[config.mk]
export PLATFORM = sky130hd
export DESIGN_NAME = hall_quadrature_positioner_core
export DESIGN_NICKNAME = d
export VERILOG_FILES = /design/src/rtl/hqp_pkg.sv /design/src/rtl/hall_quadrature_positioner_core.sv
export SDC_FILE = /design/constraint.sdc
export NUM_CORES = 1
export LEC_CHECK = 0
export BUFFER_PORTS_ARGS = -buffer_cell sky130_fd_sc_hd__clkbuf_2
export CAP_MARGIN = 5
export CORE_MARGIN = 1
export CORE_UTILIZATION = 50
export CTS_CLUSTER_DIAMETER = 60
export DETAILED_ROUTE_END_ITERATION = 16
export PLACE_DENSITY = 0.72
export SLEW_MARGIN = 20
export SYNTH_ARGS = -nofsm -noshare
export SYNTH_HDL_FRONTEND = slang
export SYNTH_SLANG_ARGS = --single-unit
[constraint.sdc]
create_clock -name clk -period 11.3 [get_ports clk]
set_input_delay 1.695 -clock clk [delete_from_list [all_inputs] [get_ports clk]]
set_output_delay 1.695 -clock clk [all_outputs]
set_load 0.005 [all_outputs]
[src/rtl/hqp_pkg.sv]
// Shared constants, types and the Gray-code rank function for the Hall quadrature positioner.
`default_nettype none

package hqp_pkg;

  // Default width of the position and target counters.
  localparam int unsigned POSITION_WIDTH_DEF = 32;

  // Fixed widths of the port fields.
  localparam int unsigned HALL_W  = 2;
  localparam int unsigned FIELD_W = 32;
  localparam int unsigned TOL_W   = 16;
  localparam int unsigned DRIVE_W = 2;
  localparam int unsigned STEP_W  = 2;

  typedef logic [HALL_W-1:0]         hall_t;
  typedef logic [HALL_W-1:0]         rank_t;
  typedef logic [TOL_W-1:0]          tol_t;
  typedef logic [DRIVE_W-1:0]        drive_t;
  typedef logic signed [STEP_W-1:0]  step_t;
  typedef logic signed [FIELD_W-1:0] field_t;

  localparam tol_t TOL_RESET = 16'd5;

  // Motor commands.
  localparam drive_t DRIVE_STOP = 2'd0;
  localparam drive_t DRIVE_UP   = 2'd1;
  localparam drive_t DRIVE_DOWN = 2'd2;

  // Count steps.
  localparam step_t STEP_NONE = 2'sb00;
  localparam step_t STEP_FWD  = 2'sb01;
  localparam step_t STEP_BACK = 2'sb11;

  // Rank differences (mod 4) between two samples.
  localparam rank_t RANK_DIFF_FWD  = 2'd1;
  localparam rank_t RANK_DIFF_BACK = 2'd3;

  // Gray order 00 -> 01 -> 11 -> 10.
  function automatic rank_t hqp_rank(input hall_t bits);
    rank_t r;
    case (bits)
      2'b00: r = 2'd0;
      2'b01: r = 2'd1;
      2'b11: r = 2'd2;
      2'b10: r = 2'd3;
      default: r = 2'd0;
    endcase
    return r;
  endfunction

endpackage

`default_nettype wire

[src/rtl/hall_quadrature_positioner_core.sv]
// Top level of the Hall quadrature positioner: sample register, decode, count and drive compare.
`default_nettype none

// Channel   | Direction | Handshake             | Payload
// ----------+-----------+-----------------------+---------------------------------------------
// in_       | input     | in_valid / in_ready   | hall_bits, zero_request, load_target,
//           |           |                       | new_target
// out_      | output    | out_valid / out_ready | position, target, drive, count_step
// cfg_      | input     | cfg_we (no wait)      | cfg_wdata = tolerance
//
// One sample per cycle sustained while the output is not stalled. A transfer lands in the
// sample register, and is then decoded and its result loaded into the result register,
// which offers it on the output channel.
// The counter state advances only when a sample moves into the result register;
// a stalled output holds both stages and drops in_ready once both are full.
// rst_n is synchronous, active low: position, target, rank and tolerance (5) reset.
module hall_quadrature_positioner_core #(
  parameter int unsigned POSITION_WIDTH = hqp_pkg::POSITION_WIDTH_DEF
) (
  input  wire logic                  clk,
  input  wire logic                  rst_n,
  // input channel
  input  wire logic                  in_valid,
  output      logic                  in_ready,
  input  wire hqp_pkg::hall_t        in_hall_bits,
  input  wire logic                  in_zero_request,
  input  wire logic                  in_load_target,
  input  wire hqp_pkg::field_t       in_new_target,
  // result channel
  output      logic                  out_valid,
  input  wire logic                  out_ready,
  output      hqp_pkg::field_t       out_position,
  output      hqp_pkg::field_t       out_target,
  output      hqp_pkg::drive_t       out_drive,
  output      hqp_pkg::step_t        out_count_step,
  // configuration
  input  wire logic                  cfg_we,
  input  wire hqp_pkg::tol_t         cfg_wdata
);
  import hqp_pkg::*;

  localparam int unsigned PW = POSITION_WIDTH;
  // Compare width: room for the difference of two PW values and for the tolerance.
  localparam int unsigned CW = ((PW > TOL_W) ? PW : TOL_W) + 2;

  typedef logic signed [PW-1:0] pos_t;
  typedef logic signed [CW-1:0] cmp_t;

  // Sample register.
  logic   s1_v_r;
  hall_t  s1_hall_r;
  logic   s1_zero_r;
  logic   s1_load_r;
  field_t s1_tgt_r;

  // Counter state.
  pos_t   pos_r;
  pos_t   tgt_r;
  rank_t  last_rank_r;
  logic   rank_seen_r;
  tol_t   tol_r;

  // Result register.
  logic   out_v_r;
  field_t out_pos_r;
  field_t out_tgt_r;
  drive_t out_drive_r;
  step_t  out_step_r;

  // Decode of the held sample.
  logic   advance;
  pos_t   pos_base;
  pos_t   pos_nxt;
  pos_t   tgt_nxt;
  rank_t  rank;
  rank_t  rank_diff;
  step_t  step;
  cmp_t   diff;
  cmp_t   tol_ext;
  drive_t drive_nxt;

  // Move the sample on when the result register is empty or being drained.
  assign advance  = s1_v_r && (!out_v_r || out_ready);
  assign in_ready = !s1_v_r || advance;

  always_comb begin
    // Zero first, then load the new target.
    pos_base = s1_zero_r ? '0 : pos_r;
    if (s1_load_r) begin
      tgt_nxt = PW'(s1_tgt_r);
    end else if (s1_zero_r) begin
      tgt_nxt = '0;
    end else begin
      tgt_nxt = tgt_r;
    end

    rank      = hqp_rank(s1_hall_r);
    rank_diff = rank - last_rank_r;
    step      = STEP_NONE;
    // The first sample only seeds the rank; a jump of two counts nothing.
    if (rank_seen_r) begin
      case (rank_diff)
        RANK_DIFF_FWD:  step = STEP_FWD;
        RANK_DIFF_BACK: step = STEP_BACK;
        default:        step = STEP_NONE;
      endcase
    end
    pos_nxt = pos_base + PW'(step);

    // Full-width signed compare, no wrap: up below the deadband, down above it.
    diff    = CW'(tgt_nxt) - CW'(pos_nxt);
    tol_ext = CW'($signed({1'b0, tol_r}));
    if (diff > tol_ext) begin
      drive_nxt = DRIVE_UP;
    end else if (diff < -tol_ext) begin
      drive_nxt = DRIVE_DOWN;
    end else begin
      drive_nxt = DRIVE_STOP;
    end
  end

  // Sample register: load on every input transfer.
  always_ff @(posedge clk) begin
    if (!rst_n) begin
      s1_v_r <= 1'b0;
    end else if (in_ready) begin
      s1_v_r <= in_valid;
    end
    if (in_valid && in_ready) begin
      s1_hall_r <= in_hall_bits;
      s1_zero_r <= in_zero_request;
      s1_load_r <= in_load_target;
      s1_tgt_r  <= in_new_target;
    end
  end

  // Counter state and tolerance.
  always_ff @(posedge clk) begin
    if (!rst_n) begin
      pos_r       <= '0;
      tgt_r       <= '0;
      last_rank_r <= '0;
      rank_seen_r <= 1'b0;
      tol_r       <= TOL_RESET;
    end else begin
      if (advance) begin
        pos_r       <= pos_nxt;
        tgt_r       <= tgt_nxt;
        last_rank_r <= rank;
        rank_seen_r <= 1'b1;
      end
      if (cfg_we) begin
        tol_r <= cfg_wdata;
      end
    end
  end

  // Result register: hold while the consumer stalls.
  always_ff @(posedge clk) begin
    if (!rst_n) begin
      out_v_r <= 1'b0;
    end else if (advance) begin
      out_v_r <= 1'b1;
    end else if (out_ready) begin
      out_v_r <= 1'b0;
    end
    if (advance) begin
      out_pos_r   <= FIELD_W'(pos_nxt);
      out_tgt_r   <= FIELD_W'(tgt_nxt);
      out_drive_r <= drive_nxt;
      out_step_r  <= step;
    end
  end

  assign out_valid      = out_v_r;
  assign out_position   = out_pos_r;
  assign out_target     = out_tgt_r;
  assign out_drive      = out_drive_r;
  assign out_count_step = out_step_r;

  // A counted step without a zero request always moves the position.
  a_step_moves: assert property (@(posedge clk) disable iff (!rst_n)
    (advance && !s1_zero_r && step != STEP_NONE) |=> (pos_r != $past(pos_r)))
    else $error("counted step left position unchanged");

  // Drive up only while the position lies below the target.
  a_up_below: assert property (@(posedge clk) disable iff (!rst_n)
    (out_v_r && out_drive_r == DRIVE_UP) |-> (pos_r < tgt_r))
    else $error("drive up with position not below target");

  // Drive down only while the position lies above the target.
  a_down_above: assert property (@(posedge clk) disable iff (!rst_n)
    (out_v_r && out_drive_r == DRIVE_DOWN) |-> (pos_r > tgt_r))
    else $error("drive down with position not above target");

  // A held sample stays put while the result register is full and stalled.
  a_sample_hold: assert property (@(posedge clk) disable iff (!rst_n)
    (s1_v_r && !advance) |=> (s1_v_r && $stable(s1_hall_r) && $stable(s1_tgt_r)))
    else $error("stalled sample register changed");

endmodule

`default_nettype wire
=== After elaboration in Yosys (flattened, before gate mapping) ===
Cells that the tools add are included.

* Bits in registers: 189
* Input port bits: 57

* $add $sub $neg: 4
* $lt $le $gt $ge: 2
* Equal/unequal tests: 5
* Multiplexer cells: 9
* Reduce and logical (&&, ||, !) cells: 8

{| class="wikitable"
|+ Operators by type and width
! operator !! number
|-
| 32-bit two-way mux || 3
|-
| 33-bit by 34-bit less-than comparator with 1-bit output || 1
|-
| 16-bit negation with 34-bit output || 1
|-
| 33-bit by 17-bit > comparator with 1-bit output || 1
|-
| 32-bit by 32-bit subtractor with 33-bit output || 1
|-
| 32-bit by 2-bit adder with 32-bit output || 1
|-
| 2-bit case mux with 4 select lines || 1
|-
| 2-bit equality test (second input constant) || 3
|-
| 2-bit by 1-bit equality test with 1-bit output (second input constant) || 2
|-
| 2-bit two-way mux || 2
|-
| 2-bit case mux with 2 select lines || 1
|-
| 1-bit logical AND || 2
|-
| 1-bit logical NOT || 2
|-
| 2-bit logical NOT || 1
|-
| 1-bit logical OR || 2
|-
| 1-bit two-way mux || 2
|-
| 2-bit nonzero test || 1
|-
| 2-bit subtractor || 1
|}

=== Logic depth before layout (Yosys ltp) ===
Gate-level depths: netlist of the first run.

* Depth in word-level cells: 10
* Gate-level depth with buffers: 46
* Gate-level depth less buffers: 43

=== Worst setup path before layout of the first run ===
Ideal clock, no wire load.

* Path type: register to register
* Start: register s1_hall_r[1]
* End: register out_drive_r[1] (netlist: out_drive[1]), data pin
* Setup time: 0.254 ns
* Arrival: 8.350 ns
* Setup slack: 2.697 ns
* Cell stages (with the launch flop): 44
* Buffers on the path: 2
* Cells stage by stage: edfxtp_1 > inv_1 > ha_1 > inv_1 > ha_1 > xor2_2 > xnor2_2 > nand2_2 > inv_2 > clkbuf_1 > buf_1 > ha_1 > a21o_1 > a41oi_2 > o21a_1 > nand2_1 > o221a_2 > a21oi_1 > [... 8 more ...] > o211ai_2 > a221oi_2 > o31ai_4 > a21bo_1 > xor2_1 > ha_1 > nand2_1 > nor2_1 > o21ai_0 > a21oi_1 > o2111ai_1 > o31ai_1 > a31oi_1 > o311ai_0 > a22oi_1 > o21ai_0 > a32oi_1 > a21o_1

* Word-level cells in the longest chain between the ends: 10

{| class="wikitable"
|+ RTL lines
! what !! RTL line !! RTL
|-
| from (decl) || hall_quadrature_positioner_core.sv:51 || <nowiki>hall_t s1_hall_r;</nowiki>
|-
| from (signal assigned) || hall_quadrature_positioner_core.sv:130 || <nowiki>s1_hall_r <= in_hall_bits;</nowiki>
|-
| 2-bit equality test, or another cell as far along || hqp_pkg.sv:42 || <nowiki>case (bits)</nowiki>
|-
| 2-bit case mux with 4 select lines (*) || hqp_pkg.sv:42 ||
|-
| net rank[0] || hall_quadrature_positioner_core.sv:75 || <nowiki>rank_t rank;</nowiki>
|-
| 2-bit subtractor (*) || hall_quadrature_positioner_core.sv:98 || <nowiki>rank_diff = rank - last_rank_r;</nowiki>
|-
| 2-bit equality test / 2-bit by 1-bit equality test with 1-bit output (equally long branches) || hall_quadrature_positioner_core.sv:102 || <nowiki>case (rank_diff)</nowiki>
|-
| 2-bit case mux with 2 select lines (*) || hall_quadrature_positioner_core.sv:102 ||
|-
| 2-bit two-way mux (*) || hall_quadrature_positioner_core.sv:101 || <nowiki>if (rank_seen_r) begin</nowiki>
|-
| net step[1] || hall_quadrature_positioner_core.sv:77 || <nowiki>step_t step;</nowiki>
|-
| 32-bit by 2-bit adder with 32-bit output (*) || hall_quadrature_positioner_core.sv:108 || <nowiki>pos_nxt = pos_base + PW'(step);</nowiki>
|-
| 32-bit by 32-bit subtractor with 33-bit output (*) || hall_quadrature_positioner_core.sv:111 || <nowiki>diff = CW'(tgt_nxt) - CW'(pos_nxt);</nowiki>
|-
| 33-bit by 34-bit less-than comparator with 1-bit output || hall_quadrature_positioner_core.sv:115 || <nowiki>end else if (diff < -tol_ext) begin</nowiki>
|-
| 2-bit two-way mux || hall_quadrature_positioner_core.sv:115 ||
|-
| to (signal assigned) || hall_quadrature_positioner_core.sv:170 || <nowiki>out_drive_r <= drive_nxt;</nowiki>
|-
| to (decl) || hall_quadrature_positioner_core.sv:67 || <nowiki>drive_t out_drive_r;</nowiki>
|}

Mark *: on every way through the listed nets, which the timed path passes. The rest lies on a longest branch.
A chain may end at the register's enable or synchronous reset.

=== Worst setup path after layout of the first run ===
Ends and elaborated chain as after synthesis.

==> results of run 1 <==
cells by family (layout without fill, tap and decap cells):
family,count (synthesis),after routing,synth area share
buffers and inverters,156,251,0.0490
AOI/OAI and AO/OA,359,359,0.205
DFF,189,189,0.389
xor gates and xnor gates,80,80,0.0605
and+or+nand+nor,497,497,0.190
adders and majority gates,90,90,0.0904
muxes,19,19,0.0157
how the worst min path moves through the flow:
stage                                       from                      to  slack, ns  depth (start not counted)
final                     pos_r[11]$_SDFFE_PN0P_  pos_r[11]$_SDFFE_PN0P_       0.46                          2
after global routing       pos_r[1]$_SDFFE_PN0P_   pos_r[1]$_SDFFE_PN0P_       0.48                          2
after CTS                  pos_r[1]$_SDFFE_PN0P_   pos_r[1]$_SDFFE_PN0P_       0.47                          2
after detailed placement  pos_r[11]$_SDFFE_PN0P_  pos_r[11]$_SDFFE_PN0P_       0.46                          2
after global placement    pos_r[11]$_SDFFE_PN0P_  pos_r[11]$_SDFFE_PN0P_       0.45                          2
after floorplan            pos_r[0]$_SDFFE_PN0P_   pos_r[0]$_SDFFE_PN0P_       0.44                          2
registers in the layout (all words and copies together), names as in the netlist:
name / cells
rank_seen_r: 1
s1_v_r: 1
out_valid: 1
last_rank_r: 2
out_target: 32
pos_r: 32
s1_zero_r: 1
s1_tgt_r: 32
out_drive: 2
out_position: 32
tgt_r: 32
out_count_step: 2
s1_load_r: 1
s1_hall_r: 2
tol_r: 16
power by group through the flow:
stage / logic (W) / clock network, W / registers [W]
after floorplan: 0.000341 / 0 / 0.000795
after global placement: 0.000449 / 0 / 0.000801
after detailed placement: 0.000458 / 0 / 0.000802
after CTS: 0.000463 / 0.000647 / 0.000786
after global routing: 0.000524 / 0.000672 / 0.000791
final: 0.000467 / 0.000635 / 0.000787
per-layer routing:
| metal | routed length (µm) | part of all wire | GRT usage |
|---|---|---|---|
| met1 | 15100 | 0.47 | 0.372 |
| met2 | 14300 | 0.44 | 0.394 |
| met3 | 1840 | 0.057 | 0.0425 |
| met4 | 909 | 0.028 | 0.0957 |
| met5 | 0 | 0 | 0 |
worst max-delay path, delay by kind of cell (launching register included):
family	cells	cell delay (ns)
buffers and inverters	4	0.97
AOI/OAI and AO/OA	22	4.74
adders and majority gates	6	1.60
DFF	1	0.38
and+or+nand+nor	7	1.36
xor gates and xnor gates	2	0.37
final cells by class:
| type | count | area, µm² | share of cell area |
|---|---|---|---|
| well taps | 324 | 405 | 0.0293 |
| flip-flops and latches | 189 | 4820 | 0.348 |
| inverters | 82 | 310 | 0.0224 |
| clock buffers | 17 | 425 | 0.0307 |
| multi-input cells | 1045 | 6970 | 0.503 |
| repair buffers | 137 | 713 | 0.0515 |
| clock inverters | 15 | 205 | 0.0148 |
through the flow:
stage	power (W)	instances	hold WS [ns]	setup WS (ns)	util
floorplan	0.00114	1390	0.439	2.70	-
global placement	0.00125	1777	0.449	2.21	0.544
detailed placement	0.00126	1777	0.457	1.92	0.544
CTS	0.00190	1809	0.468	1.86	0.570
global route	0.00199	1809	0.483	0.834	0.570
finish	0.00189	1809	0.463	1.61	0.570
cell usage in the layout, fill, tap and decap left out, types with 26 or more instances in the layout:
master,netlist,routed
a21oi_1,60,60
dfxtp_1,85,85
nand3_1,27,27
nor2b_1,50,50
inv_1,79,78
clkbuf_2,0,126
nor2_1,75,75
o211a_1,26,26
ha_1,83,83
xnor2_1,62,62
nand2_1,216,216
edfxtp_1,104,104
a21boi_0,36,36
o21ai_0,79,79
==> results.md, run 1 <==
- CTS max path bufs: 2
- Combinational share of power: 0.247
- Seq/Total Area, Yosys: 0.389
- Total I/O pin count: 127
- Reg2reg path depth: 41
- Post-DR vias/cell: 5.77
- Final GP Congestion: 0.924
- Placed cell area: 13,200 µm²
- H-tree depth: 4
- Sw Ratio: 0.335
- Die Wd: 159 µm
- Clock power frac: 0.336
- Share of the synthesized area in the top cell type: 0.252
- Post-synth EDFFs: 104
- Post-Route WL: 32,200 µm
- Fillcell total: 2,139
- First-pass GRT wire length: 52,800 µm
- Hold Violations, Final: 0
- Crit path from: s1_hall_r[1]$_DFFE_PP_
- CP Max Fanout: 34
- Drt first pass iters: 5
- GR Util All Layers: 0.260
- RSZ-0062 raised after global routing: false
- Clock sink count: 189
- Syn_area_per_cell: 8.92 µm²
- CTS tree: yes
- Cell mode on critical path: ha_1
- Worst reg2reg endpoint: out_drive[1]$_SDFFCE_PN0P_
- Post-CTS resize count: 0
- Vias post-DR: 10,400
- Post-CTS setup buffers: 0
- Req. time, crit path: 11.52 ns
- Syn_nets: 1,531
- Internal: 0.00126 W
- Remaining DRCs: 0
- Top post-synthesis cells by area: edfxtp_1 25%, dfxtp_1 14%, ha_1 8.4%, nand2_1 6.5%, xnor2_1 4.4%
- Largest net degree at the start of global routing: 88
- Initial core utilization: 0.510
- P_leak: 5.88 nW
- Period minus WS final: 9.69 ns
- Leading area contributor after synthesis: edfxtp_1
- Flop pwr share: 0.416
- Class of the worst hold path: reg -> reg
- Top cells by count, synth: 216 x nand2_1, 104 x edfxtp_1, 85 x dfxtp_1
- Buffers added on ports: 126
- Worst Skew: 0.0155 ns
- Initial DRC count: 879
- Setup-failing EPs final: 0
- Worst-path clk slew: 0.09 ns
- Pins Over Slew Limit: 0
- Setup crit end kind: register
- Vias in the first global route: 9,895
- Most frequent cell after synthesis: nand2_1
- Cell variety after synth: 90
- Detailed placement HPWL: 23,200 µm
- Max-cap violations: 0
- Crit path launch type: register
- Synth Register Bits: 189
- Critical path arrival: 9.91 ns
- Fin nets: 1,613
- Cts bufs inserted: 17
- R2R Setup Slk: 1.61 ns
- Fmax: 103 MHz
- Cells after Synth: 1,390
- Sw Pwr: 0.000632 W
- Worst slew pin tran: 1.02 ns
- Final instance area: 13,900 µm²
- Ys async rst share: 0
- Slowest cell delay on critical path: 0.56 ns
- Number of diodes: 0
- Crit path capture: out_drive[1]$_SDFFCE_PN0P_
- Clock latency on the worst-skew pair: 0.45 ns
- Peak supply drop: 0.0000745 V
- Cell Area, Synth: 12,400 µm²
- Slew HR: 0.321
- CTS root buf: clkbuf_16
- Launch point of the worst reg-to-reg path: s1_hall_r[1]$_DFFE_PP_
- Total grt overflow: 0
- DR WL/cell: 17.8 µm
- Total negative slack: 0 ns
- Remaining antenna violation count: 0
- Tcrit/Tclk final: 0.858
- Area grow syn2layout: 11.7%
- Hold Buf Count CTS: 0
- Status: complete, no violations
- Yosys warnings: 0
- CP Class: reg -> reg
- CP max-delay cell: a311oi_1
- Die H: 159 µm
- Die area: 25,400 µm²
- Most common flop cell mapped by yosys: edfxtp_1
- Floorplan row count: 57
- PwrDens: 136 nW/µm²
- Initial antenna violation count: 1
- Core area: 24,300 µm²
- Ratio of cells with drive above 1 in the final layout: 0.139
(Power assumes the default switching activity.)
==> run 2, diff against run 1 <==
CORE_MARGIN = 2   (was 1)
==> run 2 against run 1 <==
Against the previous run: sequential power about the same; fmax down 0.33%; clock power up 2%; count of clock-buffer cells in the layout unchanged; worst hold slack better by 0.0052 ns; core utilization about the same; global-route usage down 0.77 points; critical endpoint unchanged; register-to-register slack worse by 0.03 ns; wire length up 1.3%; critical path type unchanged; worst setup slack worse by 0.032 ns.
==> results.md, run 2 (synthesis results as in run 1) <==
- Post-CTS resize count: 0 (unchanged)
- Die H: 161 µm (+1.3%)
- Combinational share of power: 0.247 (about the same)
- DR WL/cell: 18.0 µm (+1.3%)
- Worst Path Buf+Inv: 4 (unchanged)
- Post-CTS setup buffers: 0 (unchanged)
- WHS Endpoint: pos_r[0]$_SDFFE_PN0P_
- Worst Hold Launch: pos_r[0]$_SDFFE_PN0P_
- Hold Path Depth: 2 (unchanged)
- Vias post-DR: 10,600 (+1.8%)
- Setup-failing EPs final: 0 (unchanged)
- Reg area: 4820 µm² (unchanged)
- Initial DRC count: 782 (-11%)
- Floorplan row count: 57 (unchanged)
- Hold Buf Count CTS: 0 (unchanged)
- Cell mode on critical path: ha_1
- Reg2reg path depth: 40 (-2.4%)
- Setup crit end kind: register
- Largest net degree at the start of global routing: 86 (-2.3%)
- Number of diodes: 0 (unchanged)
- Commonest non-fill, non-tap cells in the layout: 216 x nand2_1, 126 x clkbuf_2, 104 x edfxtp_1
- Max-cap violations: 0 (unchanged)
- RSZ-0062 raised after global routing: false
- Fillcell total: 2,143 (+0.19%)
- Layout Cells excl Fill: 1,809 (unchanged)
- Peak supply drop: 0.0000875 V (+17%)
- Leading cell type in the layout, fill and taps excluded: nand2_1
- PwrDens: 137 nW/µm² (+0.56%)
- Slew HR: 0.324 (+0.00246)
- Clock sink count: 189 (unchanged)
- Sw Ratio: 0.336 (+0.00183)
- Flop pwr share: 0.414 (-0.002)
- Crit path launch type: register
- Vias in the first global route: 9,953 (+0.59%)
- Initial core utilization: 0.510 (unchanged)
- Drt first pass iters: 6 (+1)
- Status: complete, no violations
- H-tree depth: 4 (unchanged)
- Placed insts: 1,777 (unchanged)
- CP Class: reg -> reg
- CTS max path bufs: 2 (unchanged)
- Worst slew pin tran: 1.01 ns (-0.00369 ns)
- CP Max Fanout: 34 (unchanged)
- Worst path top cell family by delay: compound AO/OA/AOI/OAI gates
- Core area: 24,300 µm² (unchanged)
- Slowest cell delay on critical path: 0.57 ns (about the same)
- Remaining DRCs: 0 (unchanged)
- Post-DR vias/cell: 5.87 (+1.8%)
- Die area: 26,100 µm² (+2.5%)
- Total grt overflow: 0 (unchanged)
- P_leak: 5.89 nW (about the same)
- Detailed placement HPWL: 23,400 µm (+0.74%)
- Total negative slack: 0 ns (unchanged)
- Tcrit/Tclk final: 0.861 (+0.00283)
- Clock power frac: 0.339 (+0.003)
- Critical path arrival: 10.05 ns (+0.14 ns)
- Req. time, crit path: 11.63 ns (+0.11 ns)
- GR Util All Layers: 0.252 (-0.00766)
- Buffers added on ports: 126 (unchanged)
- Clock latency on the worst-skew pair: 0.46 ns (about the same)
- Final GP Congestion: 0.898 (-2.7%)
- Launch point of the worst reg-to-reg path: s1_hall_r[1]$_DFFE_PP_
- Worst-path clk slew: 0.09 ns (about the same)
- Die Wd: 161 µm (+1.3%)
- CTS root buf: clkbuf_16
- Worst reg2reg endpoint: out_drive[1]$_SDFFCE_PN0P_
- Area grow syn2layout: 11.8% (about the same)
- Multi-input gate area: 6970 µm² (unchanged)
- Fmax: 103 MHz (-0.33%)
- Ratio of cells with drive above 1 in the final layout: 0.139 (unchanged)
- Hold Violations, Final: 0 (unchanged)
- First-pass GRT wire length: 52,800 µm (about the same)
- Post-Route WL: 32,600 µm (+1.3%)
- R2R Setup Slk: 1.57 ns (-0.03 ns)
- Internal: 0.00126 W (+0.36%)
- Fin nets: 1,613 (unchanged)
- Period minus WS final: 9.73 ns (+0.0320 ns)
- Total I/O pin count: 127 (unchanged)
- Remaining antenna violation count: 0 (unchanged)
- Sw Pwr: 0.000640 W (+1.2%)
- Hold slack: 0.468 ns (+0.00521 ns)
- CTS tree: yes
- Worst Skew: 0.0198 ns (+0.00428 ns)
- Class of the worst hold path: reg -> reg
- Pins Over Slew Limit: 0 (unchanged)
- Cts bufs inserted: 17 (unchanged)
- Initial antenna violation count: 0 (-1)
- CP max-delay cell: a2111oi_0
## run 2: per-stage QoR
step                power [W]  cell area (µm²)  setup WS (ns)  utilization
finish                0.00190            13900           1.57        0.570
global route          0.00199            13900          0.872        0.570
CTS                   0.00191            13900           1.81        0.570
detailed placement    0.00126            13200           1.91        0.544
global placement      0.00125            13200           2.14        0.544
floorplan             0.00114            12400           2.70            -
## run 2: power groups by stage
stage	Sequential, W	Clock [W]	Combinational, W
floorplan	0.000795	0	0.000341
global placement	0.000801	0	0.000452
detailed placement	0.000802	0	0.000459
CTS	0.000786	0.000656	0.000466
global route	0.000790	0.000680	0.000524
finish	0.000786	0.000645	0.000470
## run 2: cell type report
cell class,instances,area share
tap,324,0.0292
clock inverter,15,0.0155
sequential,189,0.348
multi-input combinational,1045,0.503
clock buffer,17,0.0307
inverter,82,0.0224
timing repair buffer,137,0.0514
## run 2: worst max path at each step
stage	start	end	slack, ns	cells past startpoint
floorplan	s1_hall_r[1]$_DFFE_PP_	out_drive[1]$_SDFFCE_PN0P_	2.70	43
global placement	s1_hall_r[1]$_DFFE_PP_	out_drive[1]$_SDFFCE_PN0P_	2.14	40
detailed placement	s1_hall_r[1]$_DFFE_PP_	out_drive[1]$_SDFFCE_PN0P_	1.91	41
CTS	s1_hall_r[1]$_DFFE_PP_	out_drive[1]$_SDFFCE_PN0P_	1.81	40
global route	s1_hall_r[1]$_DFFE_PP_	out_drive[1]$_SDFFCE_PN0P_	0.87	42
finish	s1_hall_r[1]$_DFFE_PP_	out_drive[1]$_SDFFCE_PN0P_	1.57	40
## run 2: routing by layer
metal	part of all wire	routed length (µm)	track usage	vias up
li1	-	-	-	5143
met1	0.47	15200	0.358	5072
met2	0.46	15000	0.405	355
met3	0.058	1880	0.0365	43
met4	0.018	587	0.0641	0
met5	0	0	0	-
## run 2: worst register-to-register path: cells and delay by family, from the launching register on
family / cells / cell delay [ns]
compound gates: 20 / 4.55
fa+ha+maj: 6 / 1.72
simple gates: 8 / 1.54
buf+inv: 4 / 0.98
xor+xnor: 2 / 0.46
flops: 1 / 0.38
==> run 3, diff against run 2 <==
ABC_AREA = 1   (was default)
==> run 3 against run 2 <==
Against the previous run: sequential cell count stayed put; worst hold slack worse by 0.0049 ns; fmax is 38% higher; final area is 1.4% higher; clock power is 5.3% lower; largest cell class unchanged; largest power group unchanged.
==> results.md, run 3 <==
- Hold Violations, Final: 0 (unchanged)
- Vias post-DR: 11,200 (+5.9%)
- Cell variety after synth: 51 (-43%)
- Post-synth EDFFs: 104 (unchanged)
- Cell Area, Synth: 12,600 µm² (+1.4%)
- P_leak: 7.04 nW (+20%)
- Crit path launch type: register
- PnR worst setup slack: 4.24 ns (+2.66 ns)
- Number of diodes: 0 (unchanged)
- Leading area contributor after synthesis: edfxtp_1
- Post-CTS resize count: 0 (unchanged)
- Pins Over Slew Limit: 0 (unchanged)
- Post-CTS setup buffers: 0 (unchanged)
- Cts bufs inserted: 17 (unchanged)
- GR Util All Layers: 0.267 (+0.0146)
- Yosys warnings: 0 (unchanged)
- Max-cap violations: 0 (unchanged)
- Drt first pass iters: 14 (+8)
- Class of the worst hold path: reg -> reg
- Detailed placement HPWL: 25,600 µm (+9.3%)
- Area grow syn2layout: 11.8% (about the same)
- RSZ-0062 raised after global routing: false
- Initial DRC count: 864 (+10%)
- Synth Register Bits: 189 (unchanged)
- Worst-path clk slew: 0.07 ns (-0.02 ns)
- Post-Route WL: 34,500 µm (+5.8%)
- Syn_nets: 1,789 (+17%)
- Core area: 25,000 µm² (+2.6%)
- PwrDens: 140 nW/µm² (+2.1%)
- H-tree depth: 4 (unchanged)
- Die H: 163 µm (+0.70%)
- Setup crit end kind: register
- Req. time, crit path: 11.61 ns (-0.02 ns)
- Largest net degree at the start of global routing: 92 (+7.0%)
- Final GP Congestion: 0.916 (+1.9%)
- CTS max path bufs: 2 (unchanged)
- CTS root buf: clkbuf_16
- Peak supply drop: 0.000103 V (+18%)
- Worst slack, placed: 4.31 ns (+2.40 ns)
- Most common flop cell mapped by yosys: edfxtp_1
- Clock sink count: 189 (unchanged)
- Top cells by count, synth: 334 x nand2_1, 267 x inv_1, 125 x nand3_1
- Hold Buf Count CTS: 0 (unchanged)
- Remaining DRCs: 0 (unchanged)
- Period minus WS final: 7.06 ns (-2.66 ns)
- First-pass GRT wire length: 55,200 µm (+4.4%)
- Cell mode on critical path: nand2_1
- Seq/Total Area, Yosys: 0.384 (-0.00553)
- CP Class: reg -> reg
- Fin nets: 1,899 (+18%)
- Post-DR vias/cell: 5.35 (-8.9%)
- Worst Skew: 0.0207 ns (+0.000881 ns)
- Worst slew pin tran: 1.01 ns (-0.00397 ns)
- Status: complete, no violations
- Floorplan row count: 58 (+1.8%)
- Slowest cell delay on critical path: 0.50 ns (-0.07 ns)
- CP max-delay cell: nand3_4
- Setup-failing EPs final: 0 (unchanged)
- Die area: 26,400 µm² (+1.4%)
- Total grt overflow: 0 (unchanged)
- Tcrit/Tclk final: 0.625 (-0.236)
- Cells after Synth: 1,648 (+19%)
- Fillcell total: 2,414 (+13%)
- Die Wd: 163 µm (+0.70%)
- Syn_area_per_cell: 7.63 µm² (-14%)
- Total negative slack: 0 ns (unchanged)
- Share of the synthesized area in the top cell type: 0.248 (-0.00358)
- Remaining antenna violation count: 0 (unchanged)
- Buffers added on ports: 126 (unchanged)
- Ratio of cells with drive above 1 in the final layout: 0.155 (+0.0160)
- Initial core utilization: 0.504 (-0.00599)
- Initial antenna violation count: 0 (unchanged)
- Top post-synthesis cells by area: edfxtp_1 25%, dfxtp_1 14%, nand2_1 10%, ha_1 8.3%, inv_1 8.0%
- Clock latency on the worst-skew pair: 0.45 ns (about the same)
- Ys async rst share: 0 (unchanged)
- Commonest non-fill, non-tap cells in the layout: 334 x nand2_1, 265 x inv_1, 126 x clkbuf_2
- Slew HR: 0.326 (+0.00264)
- CP Max Fanout: 37 (+8.8%)
- Fmax: 142 MHz (+38%)
- DR WL/cell: 16.4 µm (-8.9%)
- Critical path arrival: 7.38 ns (-2.67 ns)
- Total I/O pin count: 127 (unchanged)
- Most frequent cell after synthesis: nand2_1
- Leading cell type in the layout, fill and taps excluded: nand2_1
- Vias in the first global route: 10,800 (+8.9%)
- CTS tree: yes
==> run 3: cell types whose count changed after synthesis, sizes merged, moves of 33 or more <==
cell	delta
nor2	+51
nand3	+117
a21boi	-33
inv	+199
nor2b	-50
a21oi	+49
xnor2	-57
nand2	+164
o21ai	+45
==> run 3: routing by layer <==
layer	vias to the layer above	global-route usage	part of all wire	wire length, µm
li1	5669	-	-	-
met1	5151	0.343	0.44	15300
met2	350	0.452	0.47	16100
met3	64	0.0397	0.053	1820
met4	0	0.107	0.035	1220
met5	-	0	0	0
==> run 3: cells by family (layout without fill, tap and decap cells) <==
| logic type | count (synthesis) | in the layout | share of synthesized area |
|---|---|---|---|
| and+or+nand+nor | 699 | 699 | 0.265 |
| buffers and inverters | 322 | 445 | 0.0990 |
| AOI/OAI and AO/OA | 303 | 303 | 0.133 |
| DFF | 189 | 189 | 0.384 |
| adders and majority gates | 84 | 84 | 0.0842 |
| xor gates and xnor gates | 51 | 51 | 0.0355 |
==> run 3: final timing paths <==
check / from / end / slack, ns / cells after the start
setup / recovery: s1_hall_r[1]$_DFFE_PP_ / out_drive[1]$_SDFFCE_PN0P_ / 4.24 / 48
hold / removal: pos_r[0]$_SDFFE_PN0P_ / pos_r[0]$_SDFFE_PN0P_ / 0.46 / 2
setup reg to reg: s1_hall_r[1]$_DFFE_PP_ / out_drive[1]$_SDFFCE_PN0P_ / 4.24 / 48
hold reg to reg: pos_r[0]$_SDFFE_PN0P_ / pos_r[0]$_SDFFE_PN0P_ / 0.46 / 2
==> run 3: layout make-up <==
cell class                 instances  area [µm²]  share of cell area
sequential                       189        4820               0.343
multi-input combinational       1137        6510               0.463
inverter                         280        1050              0.0749
tap                              330         413              0.0294
clock buffer                      19         454              0.0323
timing repair buffer             133         683              0.0486
clock inverter                    13         124             0.00881
==> run 3: critical path: cells and delay by family, from the launching register on <==
kind                     cells  cell delay [ns]
AND/OR/NAND/NOR             29             3.65
adder cells (fa/ha/maj)      5             1.43
AO/OA/AOI/OAI                5             0.67
buffers and inverters        7             0.41
flip-flops                   1             0.40
XOR/XNOR                     2             0.40
==> run 3: metrics by stage <==
step,util,instances,total power [W],area (µm²),hold slack [ns]
finish,0.563,2101,0.00197,14100,0.463
global route,0.563,2101,0.00209,14100,0.507
CTS,0.563,2101,0.00198,14100,0.465
detailed placement,0.540,2069,0.00137,13500,0.452
global placement,0.540,2069,0.00136,13500,0.445
floorplan,-,1648,0.00122,12600,0.430
==> run 3: report_power, final <==
part	internal, W	switching [W]	leakage [nW]
clock network	0.000323	0.000289	0.292
logic	0.000194	0.000371	5.04
registers	0.000774	0.0000183	1.70
